[src/hw/rtl/nlpp_pkg.sv]
// Package for the note link pulse port: phase codes, event kinds,
// register indexes, reset values and the result record type.
// No dependencies; used by note_link_pulse_port_unit.
package nlpp_pkg;

  // Event kinds carried by an input transaction.
  localparam logic [1:0] KIND_TICK    = 2'd0;
  localparam logic [1:0] KIND_WRITE   = 2'd1;
  localparam logic [1:0] KIND_TRIGGER = 2'd2;

  // Configuration register indexes.
  localparam logic [1:0] CFG_ON_TIME    = 2'd0;
  localparam logic [1:0] CFG_GAP_TICKS  = 2'd1;
  localparam logic [1:0] CFG_HOLD_LIMIT = 2'd2;

  // Phase codes of the writer. Other codes hold like wait but count as playing.
  localparam logic [2:0] PH_START = 3'd0;
  localparam logic [2:0] PH_ON    = 3'd1;
  localparam logic [2:0] PH_OFF   = 3'd2;
  localparam logic [2:0] PH_REST  = 3'd3;
  localparam logic [2:0] PH_WAIT  = 3'd6;

  // Highest note value that is played; larger values are rests.
  localparam logic [5:0] NOTE_MAX = 6'd48;

  // Register reset values.
  localparam logic [7:0]  ON_TIME_RST    = 8'd2;
  localparam logic [7:0]  GAP_TICKS_RST  = 8'd16;
  localparam logic [15:0] HOLD_LIMIT_RST = 16'd100;

  // Saturation limits of the timers.
  localparam logic [7:0]  PULSE_MAX = 8'hFF;
  localparam logic [23:0] PLAY_MAX  = 24'hFF_FFFF;
  localparam logic [15:0] HOLD_MAX  = 16'hFFFF;

  // One result record.
  typedef struct packed {
    logic       drive_enable;
    logic       drive_trigger;
    logic [5:0] drive_value;
    logic [5:0] current_value;
    logic       playing;
    logic       reading;
  } result_t;

endpackage

[src/hw/rtl/note_link_pulse_port_unit.sv]
// Note link pulse port: writer pulse sequencer, reader capture and the
// output register with a skid stage.
// Depends on nlpp_pkg.
//
// Usage: each input transaction is one event: a tick, a write command
// (note and duration) or a trigger edge with the sensed note. Every input
// transaction produces exactly one result transaction that shows the port
// state after the event. Configuration writes (pulse on length, gap length
// between pulses, hold limit of the reading flag) are taken through cfg_we,
// cfg_index and cfg_wdata; the user must make them while no event is in
// flight; the block does not enforce this. An accepted event's result is
// registered in the output register, or in the skid while the receiver
// stalls. Throughput is one event per cycle while in_stall is low.
// Reset (rst_n low, synchronous) returns the port to the idle wait phase,
// clears all timers and flags and empties the result register and skid.
// When the receiver stalls, the current result holds and one more result
// is parked in the skid stage; in_stall rises only while the skid is full.
module note_link_pulse_port_unit (
  input  logic        clk,
  input  logic        rst_n,
  // Input channel
  input  logic        in_valid,
  output logic        in_stall,
  input  logic [1:0]  in_kind,
  input  logic [5:0]  in_write_note,
  input  logic [23:0] in_duration,
  input  logic [5:0]  in_sensed_note,
  // Result channel
  output logic        out_valid,
  input  logic        out_stall,
  output logic        out_drive_enable,
  output logic        out_drive_trigger,
  output logic [5:0]  out_drive_value,
  output logic [5:0]  out_current_value,
  output logic        out_playing,
  output logic        out_reading,
  // Configuration port
  input  logic        cfg_we,
  input  logic [1:0]  cfg_index,
  input  logic [15:0] cfg_wdata
);

  // Configuration registers.
  logic [7:0]  on_time_r;
  logic [7:0]  gap_ticks_r;
  logic [15:0] hold_limit_r;

  // Port state and its next value.
  logic [2:0]  phase_r,           phase_nxt;
  logic [7:0]  pulse_timer_r,     pulse_timer_nxt;
  logic [23:0] play_timer_r,      play_timer_nxt;
  logic [23:0] play_length_r,     play_length_nxt;
  logic [5:0]  send_value_r,      send_value_nxt;
  logic        driving_r,         driving_nxt;
  logic [5:0]  shown_value_r,     shown_value_nxt;
  logic        capture_pending_r, capture_pending_nxt;
  logic [5:0]  captured_value_r,  captured_value_nxt;
  logic        held_flag_r,       held_flag_nxt;
  logic [15:0] hold_timer_r,      hold_timer_nxt;

  // Output register and skid stage.
  nlpp_pkg::result_t out_res_r, skid_res_r, res_nxt;
  logic              out_valid_r, skid_valid_r;

  logic in_acc;
  logic out_acc;

  assign in_stall = skid_valid_r;
  assign in_acc   = in_valid && !skid_valid_r;
  assign out_acc  = out_valid_r && !out_stall;

  // Configuration writes; index three is ignored.
  always_ff @(posedge clk) begin
    if (!rst_n) begin
      on_time_r    <= nlpp_pkg::ON_TIME_RST;
      gap_ticks_r  <= nlpp_pkg::GAP_TICKS_RST;
      hold_limit_r <= nlpp_pkg::HOLD_LIMIT_RST;
    end else if (cfg_we) begin
      case (cfg_index)
        nlpp_pkg::CFG_ON_TIME:    on_time_r    <= cfg_wdata[7:0];
        nlpp_pkg::CFG_GAP_TICKS:  gap_ticks_r  <= cfg_wdata[7:0];
        nlpp_pkg::CFG_HOLD_LIMIT: hold_limit_r <= cfg_wdata;
        default: ;
      endcase
    end
  end

  // Event processing: next state for one event.
  always_comb begin
    phase_nxt           = phase_r;
    pulse_timer_nxt     = pulse_timer_r;
    play_timer_nxt      = play_timer_r;
    play_length_nxt     = play_length_r;
    send_value_nxt      = send_value_r;
    driving_nxt         = driving_r;
    shown_value_nxt     = shown_value_r;
    capture_pending_nxt = capture_pending_r;
    captured_value_nxt  = captured_value_r;
    held_flag_nxt       = held_flag_r;
    hold_timer_nxt      = hold_timer_r;

    case (in_kind)
      nlpp_pkg::KIND_TICK: begin
        // Timers advance first and saturate.
        if (pulse_timer_r != nlpp_pkg::PULSE_MAX) pulse_timer_nxt = pulse_timer_r + 8'd1;
        if (play_timer_r != nlpp_pkg::PLAY_MAX)   play_timer_nxt  = play_timer_r + 24'd1;
        if (hold_timer_r != nlpp_pkg::HOLD_MAX)   hold_timer_nxt  = hold_timer_r + 16'd1;

        // Adopt a pending capture, or else let the reading flag expire.
        if (capture_pending_r) begin
          held_flag_nxt       = 1'b1;
          hold_timer_nxt      = '0;
          shown_value_nxt     = captured_value_r;
          capture_pending_nxt = 1'b0;
        end else if (held_flag_r && (hold_timer_nxt > hold_limit_r)) begin
          held_flag_nxt = 1'b0;
        end

        // Writer phase sequencer.
        case (phase_r)
          nlpp_pkg::PH_START: begin
            driving_nxt     = 1'b1;
            pulse_timer_nxt = '0;
            phase_nxt       = nlpp_pkg::PH_ON;
          end
          nlpp_pkg::PH_ON: begin
            if (pulse_timer_nxt > on_time_r) begin
              driving_nxt     = 1'b0;
              pulse_timer_nxt = '0;
              phase_nxt       = nlpp_pkg::PH_OFF;
            end
          end
          nlpp_pkg::PH_OFF: begin
            if (pulse_timer_nxt > gap_ticks_r) begin
              phase_nxt = (play_timer_nxt < play_length_r) ? nlpp_pkg::PH_START
                                                           : nlpp_pkg::PH_WAIT;
            end
          end
          nlpp_pkg::PH_REST: begin
            if (play_timer_nxt >= play_length_r) phase_nxt = nlpp_pkg::PH_WAIT;
          end
          default: ;
        endcase
      end
      nlpp_pkg::KIND_WRITE: begin
        // A playable note starts pulsing; anything larger is a rest.
        if (in_write_note <= nlpp_pkg::NOTE_MAX) begin
          phase_nxt       = nlpp_pkg::PH_START;
          send_value_nxt  = in_write_note;
          shown_value_nxt = in_write_note;
        end else begin
          phase_nxt = nlpp_pkg::PH_REST;
        end
        play_length_nxt = in_duration;
        play_timer_nxt  = '0;
      end
      nlpp_pkg::KIND_TRIGGER: begin
        // Capture only while the pins are released and nothing is pending.
        if (!(driving_r || capture_pending_r)) begin
          capture_pending_nxt = 1'b1;
          captured_value_nxt  = in_sensed_note;
        end
      end
      default: ;
    endcase

    // Result record built from the state after the event.
    res_nxt.drive_enable  = driving_nxt;
    res_nxt.drive_trigger = driving_nxt;
    res_nxt.drive_value   = driving_nxt ? send_value_nxt : 6'd0;
    res_nxt.current_value = shown_value_nxt;
    res_nxt.playing       = (phase_nxt != nlpp_pkg::PH_WAIT);
    res_nxt.reading       = held_flag_nxt;
  end

  // State registers, updated once per accepted input transaction.
  always_ff @(posedge clk) begin
    if (!rst_n) begin
      phase_r           <= nlpp_pkg::PH_WAIT;
      pulse_timer_r     <= '0;
      play_timer_r      <= '0;
      play_length_r     <= '0;
      send_value_r      <= '0;
      driving_r         <= 1'b0;
      shown_value_r     <= '0;
      capture_pending_r <= 1'b0;
      captured_value_r  <= '1;
      held_flag_r       <= 1'b0;
      hold_timer_r      <= '0;
    end else if (in_acc) begin
      phase_r           <= phase_nxt;
      pulse_timer_r     <= pulse_timer_nxt;
      play_timer_r      <= play_timer_nxt;
      play_length_r     <= play_length_nxt;
      send_value_r      <= send_value_nxt;
      driving_r         <= driving_nxt;
      shown_value_r     <= shown_value_nxt;
      capture_pending_r <= capture_pending_nxt;
      captured_value_r  <= captured_value_nxt;
      held_flag_r       <= held_flag_nxt;
      hold_timer_r      <= hold_timer_nxt;
    end
  end

  // Output register with skid: a new result goes to the output register
  // when it is free or being taken, otherwise it parks in the skid.
  always_ff @(posedge clk) begin
    if (!rst_n) begin
      out_valid_r  <= 1'b0;
      skid_valid_r <= 1'b0;
    end else begin
      if (!out_valid_r || out_acc) begin
        if (skid_valid_r) begin
          out_valid_r  <= 1'b1;
          skid_valid_r <= 1'b0;
        end else begin
          out_valid_r <= in_acc;
        end
      end else if (in_acc) begin
        skid_valid_r <= 1'b1;
      end
    end
  end

  // Result payload registers.
  always_ff @(posedge clk) begin
    if (!out_valid_r || out_acc) begin
      if (skid_valid_r) begin
        out_res_r <= skid_res_r;
      end else if (in_acc) begin
        out_res_r <= res_nxt;
      end
    end else if (in_acc) begin
      skid_res_r <= res_nxt;
    end
  end

  assign out_valid         = out_valid_r;
  assign out_drive_enable  = out_res_r.drive_enable;
  assign out_drive_trigger = out_res_r.drive_trigger;
  assign out_drive_value   = out_res_r.drive_value;
  assign out_current_value = out_res_r.current_value;
  assign out_playing       = out_res_r.playing;
  assign out_reading       = out_res_r.reading;

endmodule

[config.mk]
export PLATFORM = sky130hd
export DESIGN_NAME = note_link_pulse_port_unit
export DESIGN_NICKNAME = d
export VERILOG_FILES = /design/src/hw/rtl/nlpp_pkg.sv /design/src/hw/rtl/note_link_pulse_port_unit.sv
export SDC_FILE = /design/constraint.sdc
export NUM_CORES = 1
export LEC_CHECK = 0
export ABC_AREA = 1
export ABC_CLOCK_PERIOD_IN_PS = 4050
export BUFFER_PORTS_ARGS = -buffer_cell sky130_fd_sc_hd__clkbuf_2
export CORE_MARGIN = 2
export CORE_UTILIZATION = 40
export DETAILED_ROUTE_END_ITERATION = 10
export PLACE_DENSITY = 0.65
export SYNTH_ARGS = -nofsm -noshare
export SYNTH_HDL_FRONTEND = slang
export SYNTH_SLANG_ARGS = --single-unit
[constraint.sdc]
create_clock -name clk -period 4.05 [get_ports clk]
set_input_delay 0.405 -clock clk [delete_from_list [all_inputs] [get_ports clk]]
set_output_delay 0.405 -clock clk [all_outputs]
set_load 0.02 [all_outputs]
## Yosys cells after proc, flatten, opt, wreduce, memory -nomap -nowiden

Cells that the tools add are included.

| word-level totals | value |
|---|---|
| input bits | 61 |
| register bits after elaboration | 161 |
| output and inout bits | 18 |
| word-level logic and storage cells | 110 |

| cells by class | value |
|---|---|
| multiplexer cells | 34 |
| add/subtract/negate cells | 3 |
| bitwise operators | 3 |
| order comparisons | 6 |
| eq/ne operators | 12 |
| reductions and logical operators | 25 |

Operators by type and width:

| cell | count |
|---|---|
| $mux W16 | 5 |
| $mux W24 | 2 |
| $pmux W24 S2 | 1 |
| $mux W6 | 5 |
| $add A24 B1 Y24 const B | 1 |
| $ge A24 B24 Y1 | 1 |
| $lt A24 B24 Y1 | 1 |
| $mux W8 | 3 |
| $ne A24 B24 Y1 const B | 1 |
| $add A16 B1 Y16 const B | 1 |
| $gt A16 B16 Y1 | 1 |
| $gt A8 B8 Y1 | 2 |
| $ne A16 B16 Y1 const B | 1 |
| $pmux W8 S2 | 1 |
| $reduce_and A2 Y1 | 8 |
| $mux W3 | 4 |
| $pmux W3 S4 | 1 |
| $pmux W6 S2 | 1 |
| $add A8 B1 Y8 const B | 1 |
| $ne A8 B8 Y1 const B | 1 |
| $mux W1 | 7 |
| $eq A3 B2 Y1 const B | 2 |
| $le A6 B6 Y1 const B | 1 |
| $pmux W3 S2 | 1 |
| 16 further kinds | 30 |

## Logic depth before layout (Yosys ltp)

Gate-level depths: netlist (run 1).

| depth | value |
|---|---|
| depth in word-level cells | 11 |
| depth in mapped cells | 26 |
| depth with buffers taken out | 26 |

## Least setup slack after synthesis (run 1)

No wires, ideal clock.

| timing path | value |
|---|---|
| kind | register -> register |
| from | register pulse_timer_r[0] |
| to | register out_res_r (netlist bit out_drive_value[0]) (data pin) |
| library setup time | 253 ps |
| path slack | 1,214 ps |
| data arrival time | 2,583 ps |
| path buffers | 0 |
| period minus slack after synthesis | 2,836 ps |
| required time | 3,797 ps |
| cell stages (with the launch flop) | 17 |
| cells stage by stage | dfxtp_1 -> ha_1 -> nand2_1 -> nor4_1 -> nand2_1 -> nand2_1 -> o21ai_0 -> ha_1 -> a21oi_1 -> o21ai_0 -> nand2_1 -> nand2_1 -> nand3_1 -> o21ai_1 -> nor2_1 -> nand2_1 -> nand2_1 |

RTL lines:

| element | line | RTL |
|---|---|---|
| start, declared | note_link_pulse_port_unit.sv:50 | `logic [7:0] pulse_timer_r, pulse_timer_nxt;` |
| start signal, assigned | note_link_pulse_port_unit.sv:192 | `pulse_timer_r <= pulse_timer_nxt;` |
| end signal, assigned | note_link_pulse_port_unit.sv:229 | `out_res_r <= skid_res_r;` |
| end signal, assigned | note_link_pulse_port_unit.sv:231 | `out_res_r <= res_nxt;` |
| end, declared | note_link_pulse_port_unit.sv:62 | `nlpp_pkg::result_t out_res_r, skid_res_r, res_nxt;` |

==> results of run 1 <==
tightest hold or removal path, cell delays in order:
cell      delay, ns
clkbuf_2       0.08
nand2_1        0.05
nand3_1        0.07
routing by layer:
layer / share of wire [%] / global-route usage (%)
met5: 0 / 0
met4: 1.2 / 5.21
met3: 4.3 / 3.17
met2: 46 / 29.5
met1: 49 / 24.2
where the power goes:
part / internal (W) / switching [W]
combinational: 0.000120 / 0.000240
sequential: 0.00169 / 0.0000243
clock: 0.000907 / 0.000738
cells in the mapped netlist, drive strengths merged (2+ instances only):
cell / n
a21boi: 2
a21o: 3
a21oi: 149
a31oi: 3
buf: 10
clkbuf: 31
clkinv: 2
dfxtp: 130
edfxtp: 30
ha: 59
inv: 162
nand2: 315
nand3: 27
nand4: 26
nor2: 75
nor3: 19
nor4: 5
o211ai: 13
o21a: 2
o21ai: 82
xnor2: 15
xor2: 16
placed cells by master (no fill, tap or decap), drive strengths merged:
cell type and instances:
nor4 5, xor2 16, a31oi 3, and3 1
nand2 315, o21a 2, clkbuf 97, nand3 27
o221ai 1, or4 1, a21o 3, nand4 26
a41oi 1, bufinv 1, buf 13, a21boi 2
a21oi 149, or3 1, ha 59, edfxtp 30
nor3b 1, nor2 75, inv 168, and2 1
o21bai 1, nor3 19, clkinv 4, o211ai 13
dfxtp 130, or3b 1, o21ai 82, clkinvlp 4
xnor2 15
cells by family (layout without fill, tap and decap cells):
group | count (synthesis) | after routing | synth area share, %
xor+xnor | 31 | 31 | 3.19
flops | 160 | 160 | 40.1
buf+inv | 205 | 287 | 8.97
simple gates | 473 | 473 | 23.5
fa+ha+maj | 59 | 59 | 8.44
compound gates | 257 | 257 | 15.8
metrics by stage:
stage	power [W]	hold WS, ns	setup WS, ns
after floorplan	0.00199	0.430	1.21
after global placement	0.00210	0.439	0.793
after detailed placement	0.00211	0.443	0.740
after CTS	0.00375	0.179	0.711
after global routing	0.00387	0.197	0.341
final	0.00372	0.189	0.728
sequential cells by signal, summed over array words and instances (netlist names), 8 cells and up:
signal         count
pulse_timer_r      8
hold_limit_r      16
on_time_r          8
hold_timer_r      16
play_timer_r      24
gap_ticks_r        8
play_length_r     24
skid_res_r        15
layout make-up:
type	instances	area, µm²
Clock buffer	19	454
Clock inverter	13	145
Fill cell	2237	11600
Inverter	164	616
Multi-Input combinational cell	820	4450
Sequential cell	160	3500
Tap cell	280	350
Timing Repair Buffer	91	488
final timing paths:
path	to	slack [ns]	cells after the start	start
hold reg to reg	captured_value_r[0]	0.46	2	captured_value_r[0]
setup / recovery	out_playing	0.73	21	play_timer_r[0]
hold / removal	captured_value_r[5]	0.19	3	in_sensed_note[5]
setup reg to reg	out_playing	0.73	21	play_timer_r[0]
==> impl_results.md, run 1 <==
- Run status: finished, final reports clean
- Via count: approximately 7700
- Fin crit share: between 80% and 90%
- Worst-path fanout max: 10
- Final min period: between 3 and 4 ns
- Class of the worst hold path: input pin to register
- Highest ir drop seen on vdd: 328 µV
- Placed insts: 1515
- First-pass GRT wire length: about 35000 µm
- Fmax: 301 MHz
- Worst Tran Pin Value: slightly above 1 ns
- Final WL: 20300 µm
- Final Cell Area: 10000 µm²
- Post-CTS setup buffers: 0
- Initial antenna violation count: 0
- Seq/Total Area, Yosys: 40.1%
- Final core occ: 46.3%
- Cells after Synth: between 1000 and 1500
- Pwr dens: 371 nW/µm²
- Max Transition Viols Final: 0
- Drt wl/cell: 13.1 µm
- Worst path bufs/invs: 1
- Post-DP Area: 9410 µm²
- Worst path cell trace: ha_1, inv_1, nor2_2, nand2_2, nor2_2, nand2_2, nand3_2, or3_1, nand2_1, ha_1, nand2_1, nor2_1, nand4_1, nor2_1, nand2_1, nand4_1, nand2_1, a21oi_1, nand3_1, nand2_1, nand2_1
- Syn_area_per_cell: 7.38 µm²
- CTS tree: done
- Die H: 152 µm
- Core area: 21600 µm²
- Element type at the critical path end: register
- Crit path max-delay family: simple AND/OR/NAND/NOR gates
- Die area: 23100 µm²
- Vias in the first global route: 7247
- Leakage power: 4.35 nW
- Top-Level Pins: 79
- CTS sink cnt: 160
- Share of cells above drive strength 1: 12.7%
- N_diodes: 0
- Std cell rows: 54
- Die Wd: around 150 µm
- Arrival @ worst endpoint: 3.52 ns
- DRT iter0 DRCs: 534
- Gr ovfl total: 0
- Max Cap Violations: 0
- Area Overhead vs Synth: 14.5%
- Pre-antenna DRT Iters: 5
- Reg clk slew, reported paths: 0.07 ns
- Finished Layout Cells: roughly 1500
- Crit start category: register
- H-tree Lvls: 4
- Synth unique cells: 47
- Dpl hpwl: roughly 15000 µm
- Worst path slowest cell: dfxtp_1
- Layout Skew: 0.0102 ns
- GRT Util Overall: 17.9%
- Placer Congestion: 0.853
- Post-synth EDFFs: 30
- Setup CP Type: register to register
- RSZ-0062 raised after global routing: false
- Yosys reg bits: 160
- Primary FF master, synth: dfxtp_1
- Main area contributors after synthesis: dfxtp_1, nand2_1, edfxtp_1
- Number of vias per cell: 4.97
- TNS Setup: 0 ns
- DRC Markers: 0
- CTS buffer count: 17
- Port Buffers: between 70 and 80
- Worst-Skew Late Latency: 0.44 ns
- Cell accounting for the most synthesized area: dfxtp_1
- Nets: between 1000 and 1500
- Yosys top cell area share: 29.8%
- Routed Antenna Nets: 0
- Syn. warnings: 0
- Worst slew margin: about 33%
- Hold Violations, Final: 0
- CTS resizes: 0
- Slowest stage delay, CP: between 0.3 and 0.4 ns
- Clock buffer depth: 2
- Final setup fails: 0
- Starting Density: 40.4%
- Synth Cell Area: 8740 µm²
- Ys async rst share: 0%
- Synth Net Count: 1305
- Required @ worst endpoint: 4.25 ns
- Hold_buf cts: 0
- Root Buffer: clkbuf_16
- Worst path most repeated cell: nand2_1
- Largest net degree at the start of global routing: 65
(Power assumes the default switching activity.)
==> run 2: changes to the inputs <==
ABC_CLOCK_PERIOD_IN_PS = 2800   (was 4050)
PLACE_DENSITY = 0.68   (was 0.65)
clock period = 2.8 ns   (was 4.05 ns; I/O delays follow)
==> run 2 against run 1 <==
  * The run now ends with setup timing left
  * Critical path depth up 2
  * First-iteration DRC count fell by 16%
  * Via count is 8.4% higher
  * Highest routed layer unchanged
  * Largest cell class unchanged
  * Wire length increased by 14%
==> impl_results.md, run 2 (same netlist as run 1, synthesis figures left out) <==
- Final core occ: 54.4% (+8.1 points)
- DRT iter0 DRCs: 451 (-16%)
- Die Wd: 152 µm (unchanged)
- R2r startpoint: play_timer_r[0]
- Comb pwr share: 11.0% (+1.3 points)
- Worst-Skew Late Latency: 0.44 ns (about the same)
- Class of the worst hold path: input pin to register
- Highest ir drop seen on vdd: 449 µV (+37%)
- Nets: 1499 (+9.1%)
- Top Registers: play_length_r: 24 flops, play_timer_r: 24 flops
- CTS buffer count: 17 (unchanged)
- Reg-to-reg slack, setup: -0.22 ns (-0.94 ns)
- Failing checks: setup timing
- Root Buffer: clkbuf_16
- Worst path cell trace: ha_4, inv_6, nor2_4, nand2_4, nor2_4, nand2_4, nand4_1, nor2_2, xor2_2, ha_1, nand2_2, inv_2, nand4_1, inv_2, nand2_1, nand4_1, nand2_1, nand3_1, nand2_1, nand2_2, nand3_2, nand2_1, nand2_1
- First-pass GRT wire length: 37400 µm (+8.3%)
- Core area: 21600 µm² (unchanged)
- Reg clk slew, reported paths: 0.07 ns (about the same)
- Max Cap Violations: 0 (unchanged)
- Worst R2R Path Depth: 23 (+9.5%)
- Vias in the first global route: 7893 (+8.9%)
- Worst hold slack: 0.0579 ns (-0.131 ns)
- Hold_buf cts: 0 (unchanged)
- Reg power frac: 45.0% (-1.1 points)
- Pre-antenna DRT Iters: 5 (unchanged)
- Via count: 8341 (+8.4%)
- Hold Crit Start: in_sensed_note[1]
- Commonest non-fill, non-tap cell in the layout: nand2_1
- TNS Setup: -1.20 ns (-1.20 ns)
- Clock power frac: 44.0% (-0.2 points)
- Run status: finished with violations
- Fmax: 332 MHz (+10%)
- Starting Density: 40.4% (unchanged)
- Worst path bufs/invs: 3 (+2)
- Finished Layout Cells: 1672 (+8.1%)
- Placed insts: 1615 (+6.6%)
- Required @ worst endpoint: 2.99 ns (-1.26 ns)
- Element type at the critical path end: register
- Worst path slowest cell: dfxtp_4
- Top-Level Pins: 79 (unchanged)
- Initial antenna violation count: 0 (unchanged)
- Leakage power: 5.22 nW (+20%)
- Routed Antenna Nets: 0 (unchanged)
- Port Buffers: 78 (unchanged)
- Drt wl/cell: 13.8 µm (+5.3%)
- Worst slew margin: 24.1% (-8.5 points)
- N_diodes: 0 (unchanged)
- Sw Ratio: 28.4% (+1.4 points)
- Post-route setup slack: -0.216 ns (-0.944 ns)
- H-tree Lvls: 4 (unchanged)
- Arrival @ worst endpoint: 3.21 ns (-0.31 ns)
- Largest net degree at the start of global routing: 65 (unchanged)
- Final WL: 23000 µm (+14%)
- Hold Path Stages: 3 (unchanged)
- Crit path max-delay family: simple AND/OR/NAND/NOR gates
- Most frequent cells in the layout: nand2_1, inv_1, a21oi_1, buf_4, dfxtp_1
- Power Total: 0.00551 W (+48%)
- Gr ovfl total: 0 (unchanged)
- Fillers: 2037 (-8.9%)
- Number of vias per cell: 4.99 (+0.28%)
- Clock buffer depth: 2 (unchanged)
- Final setup fails: 20 (+20)
- Crit start category: register
- Std cell rows: 54 (unchanged)
- RSZ-0062 raised after global routing: true
- Placer Congestion: 0.841 (-1.4%)
- Max Transition Viols Final: 0 (unchanged)
- Area Overhead vs Synth: 34.5%
- Die H: 152 µm (unchanged)
- Reg2reg end: out_playing
- Dpl hpwl: 15600 µm (+5.1%)
- Worst Tran Pin Value: 1.14 ns (+0.127 ns)
- GRT Util Overall: 19.4% (+1.5 points)
- Power Internal: 0.00395 W (+45%)
- Pwr dens: 469 nW/µm² (+26%)
- Worst-path fanout max: 5 (-5)
- Slowest stage delay, CP: 0.37 ns (about the same)
- Final min period: 3.02 ns (-0.306 ns)
- Fin crit share: 108% (+26 points)
- Worst path most repeated cell: nand2_1
- CTS sink cnt: 160 (unchanged)
- CTS tree: done
- Die area: 23100 µm² (unchanged)
- Worst Hold End: captured_value_r[1]
- Share of cells above drive strength 1: 30.6% (+18 points)
- Hold Violations, Final: 0 (unchanged)
- Layout Skew: 0.0161 ns (+0.00592 ns)
- Sw power: 0.00156 W (+56%)
- Setup CP Type: register to register
- DRC Markers: 0 (unchanged)
-- run 2: worst max path at each step --
stage	start	endpoint	slack, ns	cells past startpoint
2_1_floorplan	play_timer_r[0]	out_playing	0.03	21
3_3_place_gp	play_timer_r[0]	out_playing	-0.38	21
3_5_place_dp	play_timer_r[0]	out_playing	-0.43	21
4_1_cts	hold_timer_r[1]	out_reading	-0.11	17
5_1_grt	play_timer_r[6]	out_playing	-0.42	24
6_report	play_timer_r[0]	out_playing	-0.22	23
-- run 2: power groups by stage --
stage	clock network (W)	logic, W	registers (W)
CTS	0.00246	0.000551	0.00248
finish	0.00243	0.000607	0.00248
global route	0.00257	0.000686	0.00249
global placement	0	0.000518	0.00253
floorplan	0	0.000332	0.00255
detailed placement	0	0.000530	0.00253
-- run 2: area by class of cell --
type	count	area, µm²	area share (%)
Tap cell	280	350	2.98
Clock buffer	17	425	3.62
Multi-Input combinational cell	820	5150	43.8
Clock inverter	15	188	1.60
Timing Repair Buffer	216	1470	12.5
Inverter	164	628	5.34
Sequential cell	160	3540	30.1
-- run 2: metal layers --
metal / up-vias / global-route usage (%) / share of wire (%)
li1: 4259 / - / -
met5: - / 0 / 0
met3: 26 / 3.51 / 3.7
met1: 3860 / 25.6 / 46
met4: 0 / 5.47 / 1.5
met2: 196 / 32.7 / 48
-- run 2: what timing repair did --
item / CTS / global route
setup endpoints to repair: 31 / 30
cloned: 0 / 1
hold endpoints to repair: 0 / 0
pin swaps: 30 / 60
buffers inserted: 9 / 16
resized for setup: 86 / 122
-- run 2: per-stage QoR --
| step | worst slack [ns] | instance area, µm² |
|---|---|---|
| detailed placement | -0.429 | 10200 |
| CTS | -0.107 | 11100 |
| finish | -0.216 | 11800 |
| global placement | -0.378 | 10200 |
| global route | -0.424 | 11800 |
| floorplan | 0.0286 | 8750 |
-- run 2: tightest hold or removal path, stage by stage --
cell	delay, ns
clkbuf_2	0.08
nand2_1	0.04
nand3_1	0.06
==> run 3: changes to the inputs <==
ABC_AREA = default   (was 1)
CORE_UTILIZATION = 45   (was 40)
PLACE_DENSITY = 0.74   (was 0.68)
==> run 3 against run 2 <==
  * The flow still finishes with violations (setup timing)
  * Cell count decreased by 7.2%
  * Worst setup slack worse by 0.22 ns
  * Final area is 0.29% higher
  * Sequential cell count unchanged
  * Clock power about the same
  * Clock skew shrank 0.0081 ns
  * Critical path type unchanged
  * Critical endpoint is now phase_r[2]
==> impl_results.md, run 3 <==
- Die area: 20800 µm² (-9.8%)
- Final WL: 23900 µm (+3.9%)
- Worst slew margin: 42.6% (+19 points)
- Power Internal: 0.00404 W (+2.3%)
- Clock power frac: 43.9% (about the same)
- Hold Violations, Final: 0 (unchanged)
- Top Registers: play_length_r: 24 flops, play_timer_r: 24 flops
- First-pass GRT wire length: 39100 µm (+4.5%)
- Std cell rows: 51 (-5.6%)
- Pre-antenna DRT Iters: 5 (unchanged)
- Top-Level Pins: 79 (unchanged)
- Commonest non-fill, non-tap cell in the layout: buf_4
- Element type at the critical path end: register
- Starting Density: 45.6% (+5.2 points)
- Core area: 19400 µm² (-10%)
- Final setup fails: 31 (+55%)
- Synth Net Count: 1182 (-9.4%)
- Setup WS pre-CTS: -0.680 ns (-0.251 ns)
- Die Wd: 144 µm (-5.0%)
- Failing checks: setup timing
- Post-synth EDFFs: 30 (unchanged)
- CTS sink cnt: 160 (unchanged)
- Max Transition Viols Final: 0 (unchanged)
- Syn. warnings: 0 (unchanged)
- Reg clk slew, reported paths: 0.07 ns (about the same)
- Port Buffers: 78 (unchanged)
- Main area contributors after synthesis: dfxtp_1, edfxtp_1, ha_1
- Share of cells above drive strength 1: 30.2% (-0.35 points)
- Leakage power: 5.00 nW (-4.3%)
- Via count: 8499 (+1.9%)
- Required @ worst endpoint: 3.13 ns (+0.14 ns)
- N_diodes: 0 (unchanged)
- Fillers: 1651 (-19%)
- Layout Skew: 0.00801 ns (-0.00811 ns)
- Crit. Startpoint: play_timer_r[1]
- Number of vias per cell: 5.48 (+9.8%)
- Sw Ratio: 26.8% (-1.5 points)
- Yosys top cell area share: 29.4% (-0.35 points)
- Critical Path Sink: phase_r[2]
- Root Buffer: clkbuf_16
- Highest ir drop seen on vdd: 393 µV (-13%)
- Worst-Skew Late Latency: 0.43 ns (about the same)
- Setup CP Type: register to register
- Initial antenna violation count: 0 (unchanged)
- Placer Congestion: 0.899 (+6.9%)
- Hold_buf cts: 0 (unchanged)
- R2r startpoint: play_timer_r[1]
- Run status: finished with violations
- Worst R2R Path Depth: 16 (-30%)
- Sw power: 0.00148 W (-5.3%)
- Nets: 1393 (-7.1%)
- Routed Antenna Nets: 0 (unchanged)
- Most frequent cells after synthesis: nand2_1, dfxtp_1, a21oi_1
- Fin crit share: 116% (+7.9 points)
- Seq/Total Area, Yosys: 39.6% (-0.46 points)
- Class of the worst hold path: input pin to register
- Final min period: 3.24 ns (+0.220 ns)
- Reg-to-reg slack, setup: -0.44 ns (-0.22 ns)
- Fmax: 309 MHz (-6.8%)
- Clock buffer depth: 2 (unchanged)
- Primary FF master, synth: dfxtp_1
- Yosys reg bits: 160 (unchanged)
- FF+latch area: 3520 µm² (-0.60%)
- Syn_area_per_cell: 8.33 µm² (+13%)
- RSZ-0062 raised after global routing: true
- Synth Cell Area: 8840 µm² (+1.2%)
- Top-count cell post-synth: nand2_1
- Post-DP Area: 10500 µm² (+3.6%)
- Synth unique cells: 73 (+55%)
- Post-route setup slack: -0.437 ns (-0.220 ns)
- GRT Util Overall: 23.6% (+4.2 points)
- Dpl hpwl: 16200 µm (+4.1%)
- Most frequent cells in the layout: buf_4, nand2_1, dfxtp_1, a21oi_1, nor2_1
- Area Overhead vs Synth: 33.3%
- H-tree Lvls: 4 (unchanged)
- Cell accounting for the most synthesized area: dfxtp_1
- DRC Markers: 0 (unchanged)
- Die H: 144 µm (-5.0%)
- Drt wl/cell: 15.4 µm (+12%)
- CTS tree: done
- Reg power frac: 44.5% (-0.5 points)
- Final core occ: 60.8% (+6.4 points)
- Max Cap Violations: 0 (unchanged)
- Final Cell Area: 11800 µm² (+0.29%)
- Ys async rst share: 0% (unchanged)
- Worst Tran Pin Value: 0.858 ns (-0.279 ns)
- DRT iter0 DRCs: 632 (+40%)
- Comb pwr share: 11.6% (+0.6 points)
- CTS buffer count: 17 (unchanged)
- Vias in the first global route: 8133 (+3.0%)
- Crit start category: register
- Arrival @ worst endpoint: 3.56 ns (+0.35 ns)
- Largest net degree at the start of global routing: 65 (unchanged)
- Multi-input gate area: 5340 µm² (+3.7%)
- Cells after Synth: 1062 (-10%)
- Worst-path fanout max: 3 (-2)
- Gr ovfl total: 0 (unchanged)
- Pwr dens: 468 nW/µm² (-0.11%)
- Reg2reg end: phase_r[2]
==> run 3: cell count changes after synthesis, moves of 12 or more <==
cell     previous run  this run
nor3_1             14        26
nor2_1             65       111
a22oi_1             0        21
a21oi_1           144       113
nand2_1           313       148
o21ai_0            74        34
mux2i_1             0        25
or3_1               1        17
inv_1             155        65
xnor2_1            15        27
==> run 3: layer usage <==
| metal | track usage, % | routed length, µm | vias up |
|---|---|---|---|
| met5 | 0 | 0 | - |
| met4 | 8.53 | 618 | 0 |
| met3 | 4.64 | 1220 | 53 |
| met2 | 39.4 | 11300 | 258 |
| met1 | 30.3 | 10800 | 4017 |
| li1 | - | - | 4171 |
==> run 3: area by class of cell <==
class	count	area share, %
Sequential cell	160	29.8
Inverter	66	2.11
Multi-Input combinational cell	783	45.3
Tap cell	265	2.81
Clock inverter	15	1.58
Timing Repair Buffer	245	14.7
Clock buffer	17	3.61
==> run 3: how the worst min path moves through the flow <==
stage / from / to / cells after the start
after CTS: in_sensed_note[0] / captured_value_r[0] / 3
final: in_sensed_note[0] / captured_value_r[0] / 3
after detailed placement: play_length_r[15] / play_length_r[15] / 2
after global routing: in_sensed_note[0] / captured_value_r[0] / 3
after floorplan: in_sensed_note[0] / captured_value_r[0] / 2
after global placement: hold_limit_r[15] / hold_limit_r[15] / 2
==> run 3: kinds of logic after synthesis <==
logic type               Yosys count  share of synthesized area (%)
XOR/XNOR                          36                           3.56
adder cells (fa/ha/maj)           59                           8.35
AO/OA/AOI/OAI                    252                           17.9
buffers and inverters            119                           5.30
AND/OR/NAND/NOR                  402                           21.3
flip-flops                       160                           39.6
multiplexers                      34                           3.98
==> run 3: timing repair <==
action                     CTS  global route
gates resized for setup     52            39
cloned                       1             0
pin swaps                   46            35
setup buffers               17             9
setup endpoints to repair   31            31
==> run 3: power by group through the flow <==
stage	Clock, W	Sequential, W	Combinational (W)
after global routing	0.00255	0.00246	0.000696
after CTS	0.00245	0.00245	0.000605
after detailed placement	0	0.00251	0.000547
after floorplan	0	0.00252	0.000312
final	0.00242	0.00246	0.000641
after global placement	0	0.00250	0.000535
==> run 3: worst max-delay path: stages (launching register included) <==
cell      delay (ns)
dfxtp_2         0.35
ha_4            0.14
and2_4          0.14
nand4_1         0.15
o31a_1          0.33
buf_4           0.14
nand4_1         0.11
xnor2_1         0.09
ha_1            0.32
a21oi_2         0.15
nor3_1          0.06
o311ai_2        0.31
nand2_1         0.13
buf_6           0.14
o221a_4         0.20
o21a_1          0.14
a31o_2          0.21
==> run 3: metrics by stage <==
step                      hold slack [ns]  TNS (ns)  instances  total power, W
after floorplan                     0.405     -1.41       1062         0.00284
after global placement              0.444     -5.88       1495         0.00304
after detailed placement            0.449     -7.99       1495         0.00305
after CTS                          0.0406     -8.24       1544         0.00552
after global routing               0.0449    -12.18       1551         0.00570
final                              0.0562     -8.77       1551         0.00552
